--- src/hdl/htfd_pkg.sv ---
`timescale 1ns / 1ps

package htfd_pkg;

   localparam int QUEUE_DEPTH = 4;

   localparam logic [7:0] CRC_POLY = 8'h31;
   localparam logic [7:0] CRC_INIT = 8'hFF;

   // 175000 = 2*65535 + 43930, 125000 = 65535 + 59465
   localparam logic [15:0] TEMP_FRAC_MUL = 16'd43930;
   localparam logic [15:0] HUMI_FRAC_MUL = 16'd59465;
   localparam logic signed [18:0] TEMP_OFFSET = 19'sd45000;
   localparam logic [16:0] HUMI_OFFSET = 17'd6000;
   localparam logic [16:0] HUMI_MAX = 17'd100000;
   localparam logic signed [17:0] TEMP_MIN = -18'sd45000;
   localparam logic signed [17:0] TEMP_MAX = 18'sd130000;

   typedef struct packed {
      logic [7:0] rx_byte;
      logic       frame_start;
   } req_type;

   typedef struct packed {
      logic signed [17:0] temperature_milli_c;
      logic [16:0]        humidity_milli_pct;
      logic               temp_crc_ok;
      logic               humi_crc_ok;
   } rsp_type;

   typedef struct packed {
      logic [15:0] temp_raw;
      logic [15:0] humi_raw;
      logic        temp_ok;
      logic        humi_ok;
   } frame_type;

   function automatic logic [7:0] crc8_update(input logic [7:0] crc, input logic [7:0] data);
      logic [7:0] c;
      c = crc ^ data;
      for (int k = 0; k < 8; k++) begin
         c = c[7] ? ({c[6:0], 1'b0} ^ CRC_POLY) : {c[6:0], 1'b0};
      end
      return c;
   endfunction

endpackage

--- src/hdl/htfd_front.sv ---
`timescale 1ns / 1ps

module htfd_front (
   input  logic                clock,
   input  logic                reset,
   input  logic                push,
   output logic                full,
   input  htfd_pkg::req_type   req_data,
   output logic                frame_push,
   input  logic                frame_full,
   output htfd_pkg::frame_type frame_data
);

   localparam logic [2:0] BYTE_TEMP_MSB = 3'd0;
   localparam logic [2:0] BYTE_TEMP_LSB = 3'd1;
   localparam logic [2:0] BYTE_TEMP_CRC = 3'd2;
   localparam logic [2:0] BYTE_HUMI_MSB = 3'd3;
   localparam logic [2:0] BYTE_HUMI_LSB = 3'd4;
   localparam logic [2:0] BYTE_HUMI_CRC = 3'd5;

   logic [2:0]  index_ff, index_in;
   logic [7:0]  crc_ff, crc_in;
   logic [15:0] temp_raw_ff, temp_raw_in;
   logic [15:0] humi_raw_ff, humi_raw_in;
   logic        temp_ok_ff, temp_ok_in;
   logic        accept;
   logic [2:0]  pos;
   logic [7:0]  crc_seed, crc_next;
   logic [7:0]  b;

   assign full   = frame_full;
   assign accept = push && !frame_full;
   assign b      = req_data.rx_byte;
   assign pos    = (req_data.frame_start || index_ff > BYTE_HUMI_CRC) ? BYTE_TEMP_MSB : index_ff;

   assign crc_seed = (pos == BYTE_TEMP_MSB || pos == BYTE_HUMI_MSB) ? htfd_pkg::CRC_INIT : crc_ff;
   assign crc_next = htfd_pkg::crc8_update(crc_seed, b);

   always_comb begin
      index_in    = index_ff;
      crc_in      = crc_ff;
      temp_raw_in = temp_raw_ff;
      humi_raw_in = humi_raw_ff;
      temp_ok_in  = temp_ok_ff;
      frame_push  = 1'b0;
      if (accept) begin
         index_in = pos + 3'd1;
         unique case (pos)
            BYTE_TEMP_MSB: begin
               crc_in = crc_next;
               temp_raw_in[15:8] = b;
            end
            BYTE_TEMP_LSB: begin
               crc_in = crc_next;
               temp_raw_in[7:0] = b;
            end
            BYTE_TEMP_CRC: begin
               temp_ok_in = (crc_ff == b);
               crc_in = htfd_pkg::CRC_INIT;
            end
            BYTE_HUMI_MSB: begin
               crc_in = crc_next;
               humi_raw_in[15:8] = b;
            end
            BYTE_HUMI_LSB: begin
               crc_in = crc_next;
               humi_raw_in[7:0] = b;
            end
            default: begin
               crc_in     = htfd_pkg::CRC_INIT;
               index_in   = BYTE_TEMP_MSB;
               frame_push = 1'b1;
            end
         endcase
      end
   end

   assign frame_data.temp_raw = temp_raw_ff;
   assign frame_data.humi_raw = humi_raw_ff;
   assign frame_data.temp_ok  = temp_ok_ff;
   assign frame_data.humi_ok  = (crc_ff == b);

   always_ff @(posedge clock) begin
      if (reset) begin
         index_ff    <= BYTE_TEMP_MSB;
         crc_ff      <= htfd_pkg::CRC_INIT;
         temp_raw_ff <= '0;
         humi_raw_ff <= '0;
         temp_ok_ff  <= 1'b0;
      end else begin
         index_ff    <= index_in;
         crc_ff      <= crc_in;
         temp_raw_ff <= temp_raw_in;
         humi_raw_ff <= humi_raw_in;
         temp_ok_ff  <= temp_ok_in;
      end
   end

`ifndef SYNTHESIS
   a_index_range: assert property (@(posedge clock) disable iff (reset)
      index_ff <= BYTE_HUMI_CRC)
      else $error("byte position out of range");
   a_push_wraps: assert property (@(posedge clock) disable iff (reset)
      frame_push |=> index_ff == BYTE_TEMP_MSB && crc_ff == htfd_pkg::CRC_INIT)
      else $error("frame end did not restart position and crc");
   a_push_accepted: assert property (@(posedge clock) disable iff (reset)
      frame_push |-> push && !frame_full)
      else $error("frame pushed without accepted byte");
`endif

endmodule

--- src/hdl/htfd_queue.sv ---
`timescale 1ns / 1ps

module htfd_queue #(
   parameter int DEPTH = htfd_pkg::QUEUE_DEPTH
) (
   input  logic                clock,
   input  logic                reset,
   input  logic                wr_push,
   output logic                wr_full,
   input  htfd_pkg::frame_type wr_data,
   input  logic                rd_pop,
   output logic                rd_empty,
   output htfd_pkg::frame_type rd_data
);

   localparam int PTR_W = (DEPTH > 1) ? $clog2(DEPTH) : 1;
   localparam int CNT_W = $clog2(DEPTH + 1);
   localparam logic [PTR_W-1:0] LAST_PTR = PTR_W'(DEPTH - 1);
   localparam logic [CNT_W-1:0] FULL_CNT = CNT_W'(DEPTH);

   htfd_pkg::frame_type slot_ff [DEPTH];
   logic [PTR_W-1:0] wr_ptr_ff, wr_ptr_in;
   logic [PTR_W-1:0] rd_ptr_ff, rd_ptr_in;
   logic [CNT_W-1:0] count_ff, count_in;
   logic             do_wr, do_rd;

   assign wr_full  = (count_ff == FULL_CNT);
   assign rd_empty = (count_ff == '0);
   assign do_wr    = wr_push && !wr_full;
   assign do_rd    = rd_pop && !rd_empty;
   assign rd_data  = slot_ff[rd_ptr_ff];

   always_comb begin
      wr_ptr_in = wr_ptr_ff;
      rd_ptr_in = rd_ptr_ff;
      count_in  = count_ff;
      if (do_wr) begin
         wr_ptr_in = (wr_ptr_ff == LAST_PTR) ? '0 : wr_ptr_ff + 1'b1;
      end
      if (do_rd) begin
         rd_ptr_in = (rd_ptr_ff == LAST_PTR) ? '0 : rd_ptr_ff + 1'b1;
      end
      if (do_wr && !do_rd) begin
         count_in = count_ff + 1'b1;
      end else if (do_rd && !do_wr) begin
         count_in = count_ff - 1'b1;
      end
   end

   always_ff @(posedge clock) begin
      if (reset) begin
         wr_ptr_ff <= '0;
         rd_ptr_ff <= '0;
         count_ff  <= '0;
      end else begin
         wr_ptr_ff <= wr_ptr_in;
         rd_ptr_ff <= rd_ptr_in;
         count_ff  <= count_in;
      end
   end

   always_ff @(posedge clock) begin
      if (do_wr) begin
         slot_ff[wr_ptr_ff] <= wr_data;
      end
   end

`ifndef SYNTHESIS
   a_count_bound: assert property (@(posedge clock) disable iff (reset)
      count_ff <= FULL_CNT)
      else $error("queue count overflow");
   a_count_track: assert property (@(posedge clock) disable iff (reset)
      do_wr && !do_rd |=> count_ff == $past(count_ff) + 1'b1)
      else $error("queue count lost a write");
   a_ptr_match: assert property (@(posedge clock) disable iff (reset)
      (count_ff == '0 || count_ff == FULL_CNT) |-> wr_ptr_ff == rd_ptr_ff)
      else $error("queue pointers disagree with count");
`endif

endmodule

--- src/hdl/htfd_back.sv ---
`timescale 1ns / 1ps

module htfd_back (
   input  logic                clock,
   input  logic                reset,
   input  logic                frame_empty,
   output logic                frame_pop,
   input  htfd_pkg::frame_type frame_data,
   output logic                empty,
   input  logic                pop,
   output htfd_pkg::rsp_type   rsp_data
);

   // stage 1: fractional products
   logic        s1_valid_ff;
   logic [31:0] s1_temp_prod_ff, s1_humi_prod_ff;
   logic [15:0] s1_temp_raw_ff, s1_humi_raw_ff;
   logic        s1_temp_ok_ff, s1_humi_ok_ff;
   // stage 2: scaled magnitudes
   logic        s2_valid_ff;
   logic [17:0] s2_temp_ff, s2_temp_in;
   logic [16:0] s2_humi_ff, s2_humi_in;
   logic        s2_temp_ok_ff, s2_humi_ok_ff;
   // stage 3: output register
   logic              s3_valid_ff;
   htfd_pkg::rsp_type s3_rsp_ff, s3_rsp_in;

   logic        s1_ready, s2_ready, s3_ready;
   logic [32:0] temp_sum, humi_sum;
   logic [16:0] temp_quot, humi_quot;
   logic signed [18:0] temp_wide;
   logic [16:0] humi_diff;

   assign s3_ready  = !s3_valid_ff || pop;
   assign s2_ready  = !s2_valid_ff || s3_ready;
   assign s1_ready  = !s1_valid_ff || s2_ready;
   assign frame_pop = !frame_empty && s1_ready;

   // floor(y / 65535) = (y + (y >> 16) + 1) >> 16 for y well below 2^32
   assign temp_sum  = {1'b0, s1_temp_prod_ff} + 33'(s1_temp_prod_ff[31:16]) + 33'd1;
   assign humi_sum  = {1'b0, s1_humi_prod_ff} + 33'(s1_humi_prod_ff[31:16]) + 33'd1;
   assign temp_quot = temp_sum[32:16];
   assign humi_quot = humi_sum[32:16];
   assign s2_temp_in = {1'b0, s1_temp_raw_ff, 1'b0} + {1'b0, temp_quot};
   assign s2_humi_in = {1'b0, s1_humi_raw_ff} + humi_quot;

   assign temp_wide = $signed({1'b0, s2_temp_ff}) - htfd_pkg::TEMP_OFFSET;
   assign humi_diff = s2_humi_ff - htfd_pkg::HUMI_OFFSET;

   always_comb begin
      s3_rsp_in.temperature_milli_c = temp_wide[17:0];
      if (s2_humi_ff < htfd_pkg::HUMI_OFFSET) begin
         s3_rsp_in.humidity_milli_pct = '0;
      end else if (humi_diff > htfd_pkg::HUMI_MAX) begin
         s3_rsp_in.humidity_milli_pct = htfd_pkg::HUMI_MAX;
      end else begin
         s3_rsp_in.humidity_milli_pct = humi_diff;
      end
      s3_rsp_in.temp_crc_ok = s2_temp_ok_ff;
      s3_rsp_in.humi_crc_ok = s2_humi_ok_ff;
   end

   always_ff @(posedge clock) begin
      if (reset) begin
         s1_valid_ff <= 1'b0;
         s2_valid_ff <= 1'b0;
         s3_valid_ff <= 1'b0;
      end else begin
         if (s1_ready) begin
            s1_valid_ff <= frame_pop;
         end
         if (s2_ready) begin
            s2_valid_ff <= s1_valid_ff;
         end
         if (s3_ready) begin
            s3_valid_ff <= s2_valid_ff;
         end
      end
   end

   always_ff @(posedge clock) begin
      if (frame_pop) begin
         s1_temp_prod_ff <= frame_data.temp_raw * htfd_pkg::TEMP_FRAC_MUL;
         s1_humi_prod_ff <= frame_data.humi_raw * htfd_pkg::HUMI_FRAC_MUL;
         s1_temp_raw_ff  <= frame_data.temp_raw;
         s1_humi_raw_ff  <= frame_data.humi_raw;
         s1_temp_ok_ff   <= frame_data.temp_ok;
         s1_humi_ok_ff   <= frame_data.humi_ok;
      end
      if (s2_ready && s1_valid_ff) begin
         s2_temp_ff    <= s2_temp_in;
         s2_humi_ff    <= s2_humi_in;
         s2_temp_ok_ff <= s1_temp_ok_ff;
         s2_humi_ok_ff <= s1_humi_ok_ff;
      end
      if (s3_ready && s2_valid_ff) begin
         s3_rsp_ff <= s3_rsp_in;
      end
   end

   assign empty    = !s3_valid_ff;
   assign rsp_data = s3_rsp_ff;

`ifndef SYNTHESIS
   a_humi_clamped: assert property (@(posedge clock) disable iff (reset)
      s3_valid_ff |-> s3_rsp_ff.humidity_milli_pct <= htfd_pkg::HUMI_MAX)
      else $error("humidity out of range");
   a_temp_range: assert property (@(posedge clock) disable iff (reset)
      s3_valid_ff |-> s3_rsp_ff.temperature_milli_c >= htfd_pkg::TEMP_MIN
                   && s3_rsp_ff.temperature_milli_c <= htfd_pkg::TEMP_MAX)
      else $error("temperature out of range");
   a_no_drop: assert property (@(posedge clock) disable iff (reset)
      s2_valid_ff && !s3_ready |=> s2_valid_ff)
      else $error("stage two result dropped under stall");
`endif

endmodule

--- src/hdl/humidity_temp_frame_decoder.sv ---
`timescale 1ns / 1ps

// Channel   Ports                     Transfer
// input     push, full, req_data      push && !full
// result    empty, pop, rsp_data      pop && !empty
//
// One byte per cycle is accepted while full is low; the sixth byte of a frame queues one frame record.
// The queue write shares the edge that takes a frame's sixth byte; from the queue the result
// passes the registered scaling stages (multiply, divide by 65535, offset/clamp) before it
// shows on rsp_data.
// Reset is synchronous and clears position, CRC, queue and pipeline valids.
// full follows the frame queue only; a stalled result backs up the pipeline, then the
// queue, before input stalls.

module humidity_temp_frame_decoder #(
   parameter int QUEUE_DEPTH = htfd_pkg::QUEUE_DEPTH
) (
   input  logic              clock,
   input  logic              reset,
   input  logic              push,
   output logic              full,
   input  htfd_pkg::req_type req_data,
   output logic              empty,
   input  logic              pop,
   output htfd_pkg::rsp_type rsp_data
);

   logic                wr_push, wr_full, rd_pop, rd_empty;
   htfd_pkg::frame_type wr_data, rd_data;

   htfd_front u_front (
      .clock      (clock),
      .reset      (reset),
      .push       (push),
      .full       (full),
      .req_data   (req_data),
      .frame_push (wr_push),
      .frame_full (wr_full),
      .frame_data (wr_data)
   );

   htfd_queue #(
      .DEPTH (QUEUE_DEPTH)
   ) u_queue (
      .clock    (clock),
      .reset    (reset),
      .wr_push  (wr_push),
      .wr_full  (wr_full),
      .wr_data  (wr_data),
      .rd_pop   (rd_pop),
      .rd_empty (rd_empty),
      .rd_data  (rd_data)
   );

   htfd_back u_back (
      .clock       (clock),
      .reset       (reset),
      .frame_empty (rd_empty),
      .frame_pop   (rd_pop),
      .frame_data  (rd_data),
      .empty       (empty),
      .pop         (pop),
      .rsp_data    (rsp_data)
   );

endmodule
--- config.mk ---
export PLATFORM = sky130hd
export DESIGN_NAME = humidity_temp_frame_decoder
export DESIGN_NICKNAME = d
export VERILOG_FILES = /design/src/hdl/htfd_pkg.sv /design/src/hdl/htfd_front.sv /design/src/hdl/htfd_queue.sv /design/src/hdl/htfd_back.sv /design/src/hdl/humidity_temp_frame_decoder.sv
export SDC_FILE = /design/constraint.sdc
export NUM_CORES = 1
export LEC_CHECK = 0
export BUFFER_PORTS_ARGS = -buffer_cell sky130_fd_sc_hd__buf_4
export CAP_MARGIN = 20
export CORE_MARGIN = 2
export CORE_UTILIZATION = 60
export DETAILED_ROUTE_END_ITERATION = 12
export PLACE_DENSITY = 0.86
export SLEW_MARGIN = 10
export SYNTH_ARGS = -nofsm -noshare
export SYNTH_HDL_FRONTEND = slang
export SYNTH_SLANG_ARGS = --single-unit
export TNS_END_PERCENT = 100
--- constraint.sdc ---
create_clock -name clock -period 9.25 [get_ports clock]
set_input_delay 0.925 -clock clock [delete_from_list [all_inputs] [get_ports clock]]
set_output_delay 0.925 -clock clock [all_outputs]
set_load 0.03 [all_outputs]
Yosys cells after proc, flatten, opt, wreduce, memory -nomap -nowiden --
Memory sizes are Yosys's and may differ from the RTL's. A register that Yosys moved wholly into a read port is not among the register bits. Cells that the tools add are included. W data, S select, Z words.
Storage, ports and cells: bits of input ports 13, register bits 225, logic and storage cells 118, output and inout port bits 39, memories kept 1, bits in writable memories 136
Memories:
- u_queue.slot_ff | words 4, bits a word 34, rd ports 1, clocked after memory_dff 1, wr ports 1, RTL line htfd_queue.sv:21 | htfd_pkg::frame_type slot_ff [DEPTH];
Cells by class: mux-type cells 23, add/sub/neg operators 13, multipliers 2, magnitude comparators 3, reduce and logical (&&, ||, !) cells 31, bitwise operators 9, eq/ne operators 8
Operator list (number):
- $add A32 B16 Y33 | 2
- $add A33 B1 Y33 const B | 2
- $mux W6 | 8
- $mul A16 B16 Y32 const B | 1
- $mul A16 B15 Y31 const B | 1
- $not A3 Y3 | 8
- $add A17 B17 Y18 | 1
- $sub A18 B16 Y18 const B | 1
- $add A16 B17 Y17 | 1
- $gt A17 B17 Y1 const B | 1
- $lt A17 B13 Y1 const B | 1
- $mux W17 | 1
- $sub A17 B13 Y17 const B | 1
- $mux W8 | 2
- $mux W3 | 4
- $reduce_and A2 Y1 | 5
- $eq A8 B8 Y1 | 1
- $logic_and A1 B1 Y1 | 8
- $mux W2 | 4
- $xor A8 B8 Y8 | 1
- $logic_not A1 Y1 | 7
- $add A3 B1 Y3 const B | 2
- $eq A3 B2 Y1 const B | 2
- $eq A3 B3 Y1 const B | 2
- 12 further kinds | 22

Depth between registers and ports, before layout --
Gate-level depths: netlist of the first run.
depth after elaboration 24, gate-level depth with buffers 25, mapped depth without buffers 22

Hierarchy --
A second synthesis of the first run with hierarchy kept.
Unflattened totals: cell total of the unflattened synthesis 2062, area, all modules 25077.8 µm²
Modules (own cells, without submodules):
- htfd_back | cells an instance 1591, seq. area each 5044.8 µm², area each 17423.0 µm², instances 1
- htfd_queue | cells an instance 228, seq. area each 4264.1 µm², area each 5397.7 µm², instances 1
- htfd_front | cells an instance 243, seq. area each 880.8 µm², area each 2257.2 µm², instances 1

Worst setup path after synthesis of the first run --
Ideal clock, no wire load.
path type input-to-reg, from in pop, to reg u_queue.count_ff[2], setup slack 1779 ps, cell stages on the path 10, data required time 9180 ps, setup time 70 ps, arrival time 7401 ps, buffers on the path 0, path through nor2_1 -> and2_1 -> a21oi_1 -> inv_1 -> ha_1 -> inv_1 -> fa_1 -> xor2_1 -> or3_1 -> a21oi_1
Between the ends: cells in the longest elaborated chain, start to end 8, elaborated cells on any way between the ends 10, classes of those cells mux: 1; reduce/logical: 9
Ends and longest elaborated chain:
- start, declared | RTL line humidity_temp_frame_decoder.sv:24 | input logic pop,
- $logic_or A1 B1 Y1 * | RTL line htfd_back.sv:34 | assign s3_ready = !s3_valid_ff || pop;
- $logic_or A1 B1 Y1 * | RTL line htfd_back.sv:35 | assign s2_ready = !s2_valid_ff || s3_ready;
- $logic_or A1 B1 Y1 * | RTL line htfd_back.sv:36 | assign s1_ready = !s1_valid_ff || s2_ready;
- $logic_and A1 B1 Y1 * | RTL line htfd_back.sv:37 | assign frame_pop = !frame_empty && s1_ready;
- via rd_pop | RTL line humidity_temp_frame_decoder.sv:28 | logic wr_push, wr_full, rd_pop, rd_empty;
- $logic_and A1 B1 Y1 * | RTL line htfd_queue.sv:30 | assign do_rd = rd_pop && !rd_empty;
- $logic_not A1 Y1 | RTL line htfd_queue.sv:43 | if (do_wr && !do_rd) begin
- $logic_and A1 B1 Y1 | RTL line htfd_queue.sv:43
- $mux W3 or $reduce_bool A2 Y1 (tied branches)
- end signal, assigned | RTL line htfd_queue.sv:58 | count_ff <= count_in;
- end, declared | RTL line htfd_queue.sv:24 | logic [CNT_W-1:0] count_ff, count_in;
Mark *: on every way through the listed nets, which the timed path passes. The rest lies on a longest branch. A chain may end at the register's enable or synchronous reset.

==> flow_metrics.env, run 1 <==
export IMPL_drtAntennaViolNets=0
export IMPL_cts_tree="done"
export IMPL_totalWireLength_um=50000
export IMPL_grt_util_all_layers_pct=24.3
export IMPL_r2r_end="u_back.s1_humi_prod_ff[22]"
export IMPL_slowest_stage="dfxtp_2"
export IMPL_clock_latency_ns=0.54
export IMPL_clock_sinks=358
export IMPL_ys_flop_type="edfxtp_1"
export IMPL_dieArea_um2=42700
export IMPL_ys_warnings_count=0
export IMPL_grt_pass1_vias=16003
export IMPL_antenna_found_initial=0
export IMPL_fin_skew_ns=0.0117
export IMPL_grt_max_degree=60
export IMPL_final_max_slew_viol_count=0
export IMPL_r2r_cells=18
export IMPL_synth_yosys_seq_area_share_pct=41.3
export IMPL_gp_congestion=0.975
export IMPL_worst_setup_path_start_kind="register"
export IMPL_h_tree_depth=2
export IMPL_synth_top_cell_by_area="edfxtp_1"
export IMPL_synth_area_per_cell_um2=11.9
export IMPL_die_w_um=207
export IMPL_start_util_pct=60.6
export IMPL_syn_inst=2063
export IMPL_setup_viol=0
export IMPL_tightest_slew_ns=1.02
export IMPL_cp_arrival_ns=7.45
export IMPL_synth_top_area_share_pct=36.8
export IMPL_vias_per_cell=5.81
export IMPL_wl_per_cell_um=18.6
export IMPL_status="complete, no violations"
export IMPL_max_freq_mhz=139
export IMPL_cpLargestDelayFamily="adder cells"
export IMPL_worstPathMaxFanout=27
export IMPL_area_growth_pct=9.12
export IMPL_synth_simple_area_share_pct=7.72
export IMPL_antenna_cells=0
export IMPL_hold_viol_final=0
export IMPL_endpoint_kind="register"
export IMPL_maxSlewHeadroom_pct=32.2
export IMPL_fin_setup_tns_ns=0
export IMPL_rows=74
export IMPL_clk_path_buf_depth=3
export IMPL_ios=52
export IMPL_dp_final_hpwl_um=38100
export IMPL_syn_num_nets=2551
export IMPL_period_minus_slack_ns=7.18
export IMPL_hold_path_class="reg2reg"
export IMPL_cts_made_buffers=38
export IMPL_synth_area_top_cells="edfxtp_1, ha_1, fa_1"
export IMPL_drive_gt1_share_pct=8.04
export IMPL_cp_required_ns=9.52
export IMPL_synth_compound_area_share_pct=8.23
export IMPL_maxCapViolations=0
export IMPL_synth_edf_count=302
export IMPL_worst_path_stages=18
export IMPL_synthArstFlopShare_pct=0
export IMPL_grt_remaining_overflow=0
export IMPL_max_stage_delay_ns=1.00
export IMPL_r2r_slack_ns=2.07
export IMPL_grt_pass1_wl_um=81200
export IMPL_core_um2=40600
export IMPL_yosys_area_share_xor_xnor_pct=5.79
export IMPL_die_h_um=207
export IMPL_ys_ff_latch=358
export IMPL_postCtsSetupRepairBufs=0
export IMPL_synthMuxAreaShare_pct=3.59
export IMPL_cp_num_buf_inv=2
export IMPL_synth_adder_area_share_pct=28.4
export IMPL_dr_pass1_iters=6
export IMPL_period_share_pct=77.6
export IMPL_rsz0062_at_grt="no"
export IMPL_io_buffers=51
export IMPL_crit_chain="mux4_2, fa_1, fa_1, ha_1, inv_1, fa_1, fa_1, fa_1, inv_1, ha_1, and3_1, a22o_1, nor2_1, a31oi_1, o21a_1, o21ai_0, or4b_2, o311ai_0"
export IMPL_drc=0
export IMPL_drt_iter0_markers=991
export IMPL_cts_hold_buf=0
export IMPL_cts_resized=0
export IMPL_critical_path_class="reg2reg"
export IMPL_synth_cell_type_count=67
export IMPL_crit_end="u_back.s1_humi_prod_ff[22]"
export IMPL_crit_top_cell="fa_1"
export IMPL_fillers=2864
export IMPL_syn_area_um2=24600
export IMPL_clk_pin_slew_ns=0.06
export IMPL_num_vias=15600
export IMPL_clockRootBuffer="clkbuf_16"
export IMPL_nets=2612
export IMPL_synth_top_family_by_area="adder cells"
metrics by stage:
step / setup slack, ns / cells / utilization, % / area (µm²) / hold slack [ns]
after floorplan: 1.78 / 2063 / - / 24600 / 0.400
after global placement: 2.29 / 2614 / 63.0 / 25600 / 0.402
after detailed placement: 2.11 / 2614 / 63.0 / 25600 / 0.405
after CTS: 2.10 / 2681 / 66.1 / 26900 / 0.418
after global routing: 1.67 / 2683 / 66.2 / 26900 / 0.432
final: 2.07 / 2683 / 66.2 / 26900 / 0.417
layer usage:
metal  GRT usage [%]  up-vias  wire length [µm]
li1                -     7429                 -
met1            31.2     7633             21000
met2            42.6      440             24900
met3            3.85       98              2810
met4            7.35        0              1310
met5               0        -                 0
area by class of cell:
cell class / instances / area, µm² / share of cell area, %
Tap cell: 532 / 666 / 2.47
Sequential cell: 358 / 10200 / 37.9
Inverter: 277 / 1040 / 3.87
Timing Repair Buffer: 62 / 490 / 1.82
Clock inverter: 17 / 168 / 0.623
Multi-Input combinational cell: 1387 / 13300 / 49.4
Clock buffer: 50 / 1060 / 3.94
worst min path at each step:
stage                         startpoint                  end  slack, ns  depth (start not counted)
floorplan           u_back.s2_humi_ok_ff   u_back.rsp_data[0]       0.40                          0
global placement    u_back.s2_temp_ff[2]  u_back.rsp_data[21]       0.40                          0
detailed placement  u_back.s2_temp_ff[2]  u_back.rsp_data[21]       0.40                          0
CTS                 u_back.s2_temp_ff[2]  u_back.rsp_data[21]       0.42                          0
global route        u_back.s2_humi_ok_ff   u_back.rsp_data[0]       0.43                          0
finish              u_back.s2_temp_ff[2]  u_back.rsp_data[21]       0.42                          0
synth_stat cells (all sizes together), types with 3 or more instances:
cell type,count
or3b,4
xnor2,118
or2,5
fa,142
nor2b,13
a31oi,18
or4,5
nor3,31
o31ai,8
o21a,16
a21o,38
o311ai,3
a21oi,108
or3,9
a2111oi,3
clkbuf,30
nand4,14
dfxtp,56
nor2,91
buf,11
edfxtp,302
o21ai,50
a211o,8
a211oi,20
xor2,44
nand2,92
and3,19
o21bai,14
mux4,34
and2,18
nand3,64
mux2i,12
nand2b,17
ha,333
inv,277
o22ai,9
registers in the layout, summed over array words and instances, names as in the netlist, 2 cells and up, named ones only:
name / count
u_back.s1_temp_prod_ff: 29
u_front.humi_raw_ff: 16
u_queue.count_ff: 3
u_queue.wr_ptr_ff: 2
u_back.s1_humi_raw_ff: 16
u_front.index_ff: 3
u_front.crc_ff: 8
u_front.temp_raw_ff: 16
u_queue.slot_ff: 136
u_back.rsp_data: 37
u_back.s2_humi_ff: 17
u_back.s1_humi_prod_ff: 29
u_back.s2_temp_ff: 18
u_queue.rd_ptr_ff: 2
u_back.s1_temp_raw_ff: 16
layout by cell type, fill, tap and decap left out, types with 11 or more instances in the layout:
| master | Yosys | routed |
|---|---|---|
| xnor2_1 | 117 | 117 |
| fa_1 | 142 | 142 |
| ha_1 | 333 | 333 |
| edfxtp_1 | 302 | 302 |
| mux2i_1 | 12 | 12 |
| o21bai_1 | 14 | 14 |
| nor2b_1 | 13 | 11 |
| nor2_1 | 91 | 91 |
| and2_1 | 18 | 18 |
| nand3_1 | 64 | 64 |
| and3_1 | 19 | 19 |
| buf_4 | 0 | 60 |
| a21o_1 | 38 | 38 |
| mux4_2 | 34 | 34 |
| xor2_1 | 44 | 44 |
| clkbuf_16 | 0 | 41 |
| o21a_1 | 16 | 16 |
| nand2b_1 | 17 | 17 |
| nand4_1 | 14 | 14 |
| o21ai_0 | 49 | 49 |
| inv_1 | 277 | 277 |
| a31oi_1 | 17 | 17 |
| a21oi_1 | 107 | 106 |
| nor3_1 | 29 | 29 |
| nand2_1 | 92 | 92 |
| dfxtp_1 | 56 | 55 |
| a211oi_1 | 19 | 19 |
cell families after synthesis:
group / after synthesis
AOI/OAI and AO/OA: 315
xor gates and xnor gates: 162
adders and majority gates: 475
buffers and inverters: 318
DFF: 358
muxes: 46
and+or+nand+nor: 389
Power of run 1 is not shown: default switching activity piles up to over one toggle a cycle in this logic, so the estimate is an artifact.
==> inputs of run 2 (changes only) <==
CORE_UTILIZATION = 58   (was 60)
PLACE_DENSITY = 0.87   (was 0.86)
clock period = 6 ns   (was 9.25 ns; I/O delays follow)
==> flow_metrics.env, run 2 (synthesized netlist as in run 1, its figures left out) <==
export IMPL_status="finished with violations"
export IMPL_failed_checks="setup timing"
export IMPL_grt_pass1_wl_um=88400
export IMPL_hold_viol_final=0
export IMPL_grt_pass1_vias=17429
export IMPL_cts_tree="done"
export IMPL_drt_iter0_markers=1555
export IMPL_gp_congestion=0.927
export IMPL_maxSlewHeadroom_pct=29.4
export IMPL_wl_per_cell_um=20.0
export IMPL_clock_sinks=358
export IMPL_cp_required_ns=6.27
export IMPL_grt_remaining_overflow=0
export IMPL_fin_skew_ns=0.0242
export IMPL_hold_depth=3
export IMPL_layout_common_cells="ha_1, edfxtp_1, inv_1"
export IMPL_vias_per_cell=5.93
export IMPL_start_util_pct=58.8
export IMPL_drive_gt1_share_pct=18.3
export IMPL_dp_final_hpwl_um=39500
export IMPL_setup_viol=7
export IMPL_nets=2743
export IMPL_cp_arrival_ns=6.40
export IMPL_r2r_end="u_back.s1_humi_prod_ff[31]"
export IMPL_tightest_slew_ns=1.06
export IMPL_r2r_cells=21
export IMPL_ios=52
export IMPL_clk_path_buf_depth=3
export IMPL_worst_setup_path_start_kind="register"
export IMPL_die_h_um=210
export IMPL_clockRootBuffer="clkbuf_16"
export IMPL_hold_path_class="in2reg"
export IMPL_cts_hold_buf=0
export IMPL_hold_path_end="u_front.humi_raw_ff[10]"
export IMPL_finalCoreUtilization_pct=68.3
export IMPL_clock_latency_ns=0.54
export IMPL_worstPathMaxFanout=5
export IMPL_critical_path_class="reg2reg"
export IMPL_rows=75
export IMPL_r2r_slack_ns=-0.13
export IMPL_maxCapViolations=0
export IMPL_period_minus_slack_ns=6.13
export IMPL_max_freq_mhz=163
export IMPL_clk_pin_slew_ns=0.06
export IMPL_die_w_um=210
export IMPL_period_share_pct=102
export IMPL_endpoint_kind="register"
export IMPL_num_vias=16739
export IMPL_dr_pass1_iters=5
export IMPL_final_max_slew_viol_count=0
export IMPL_registers_top_by_ff_count="u_queue.slot_ff"
export IMPL_drc=0
export IMPL_h_tree_depth=2
export IMPL_drtAntennaViolNets=0
export IMPL_area_growth_pct=16.3
export IMPL_antenna_cells=0
export IMPL_totalWireLength_um=56600
export IMPL_cts_made_buffers=37
export IMPL_io_buffers=51
export IMPL_core_um2=41900
export IMPL_rsz0062_at_grt="yes"
export IMPL_grt_util_all_layers_pct=25.3
export IMPL_fin_ws_ns=-0.135
export IMPL_grt_max_degree=63
export IMPL_antenna_found_initial=1
export IMPL_min_from="req_data[3]"
export IMPL_largest_reg_flops=136
export IMPL_dieArea_um2=44200
run 2: what timing repair did:
item | CTS | global route
pin swaps | 38 | 70
gates resized for setup | 61 | 90
cloned | 1 | 0
setup buffers | 21 | 15
setup endpoints to repair | 19 | 25
run 2: how the worst max path moves through the flow:
stage	end	slack, ns	cells past startpoint
detailed placement	u_back.s1_humi_prod_ff[22]	-0.22	18
global route	u_back.s1_humi_prod_ff[31]	-0.29	22
finish	u_back.s1_humi_prod_ff[31]	-0.13	21
global placement	u_back.s1_temp_prod_ff[31]	-0.06	21
CTS	u_back.s1_humi_prod_ff[31]	-0.08	21
floorplan	u_back.s1_humi_prod_ff[22]	-0.17	20
run 2: per-stage QoR:
stage / setup slack [ns] / hold slack [ns] / instance area, µm² / setup TNS (ns) / std cells
floorplan: -0.165 / 0.400 / 24700 / -0.632 / 2063
global placement: -0.0633 / 0.402 / 26400 / -0.267 / 2720
detailed placement: -0.215 / 0.405 / 26400 / -2.10 / 2720
CTS: -0.0807 / 0.374 / 28200 / -0.104 / 2809
global route: -0.286 / 0.382 / 28700 / -2.86 / 2822
finish: -0.135 / 0.388 / 28700 / -0.326 / 2822
run 2: cell type report:
| type | count | area [µm²] |
|---|---|---|
| Clock buffer | 42 | 965 |
| Multi-Input combinational cell | 1387 | 13900 |
| Fill cell | 2705 | 13300 |
| Timing Repair Buffer | 194 | 1570 |
| Clock inverter | 25 | 290 |
| Inverter | 277 | 1050 |
| Sequential cell | 358 | 10200 |
| Tap cell | 539 | 674 |
run 2: per-layer routing:
layer	share of wire (%)	GRT usage (%)
met5	0	0
met4	3.3	8.44
met3	5.4	3.16
met2	51	45.9
met1	40	31.4
run 2: critical path, stage by stage, from the launching register on:
cell      delay [ns]
dfxtp_4         0.38
buf_12          0.11
mux4_2          0.56
inv_2           0.11
fa_1            0.42
inv_2           0.08
fa_1            0.43
ha_1            0.32
inv_2           0.04
fa_1            0.49
inv_2           0.05
fa_1            0.58
fa_1            0.46
ha_4            0.30
and3_4          0.18
nand3_2         0.08
or3_4           0.36
nand4_1         0.12
a21oi_2         0.10
o21bai_1        0.21
a211oi_1        0.11
or3b_1          0.37
Power of run 2 is left out for the same reason.
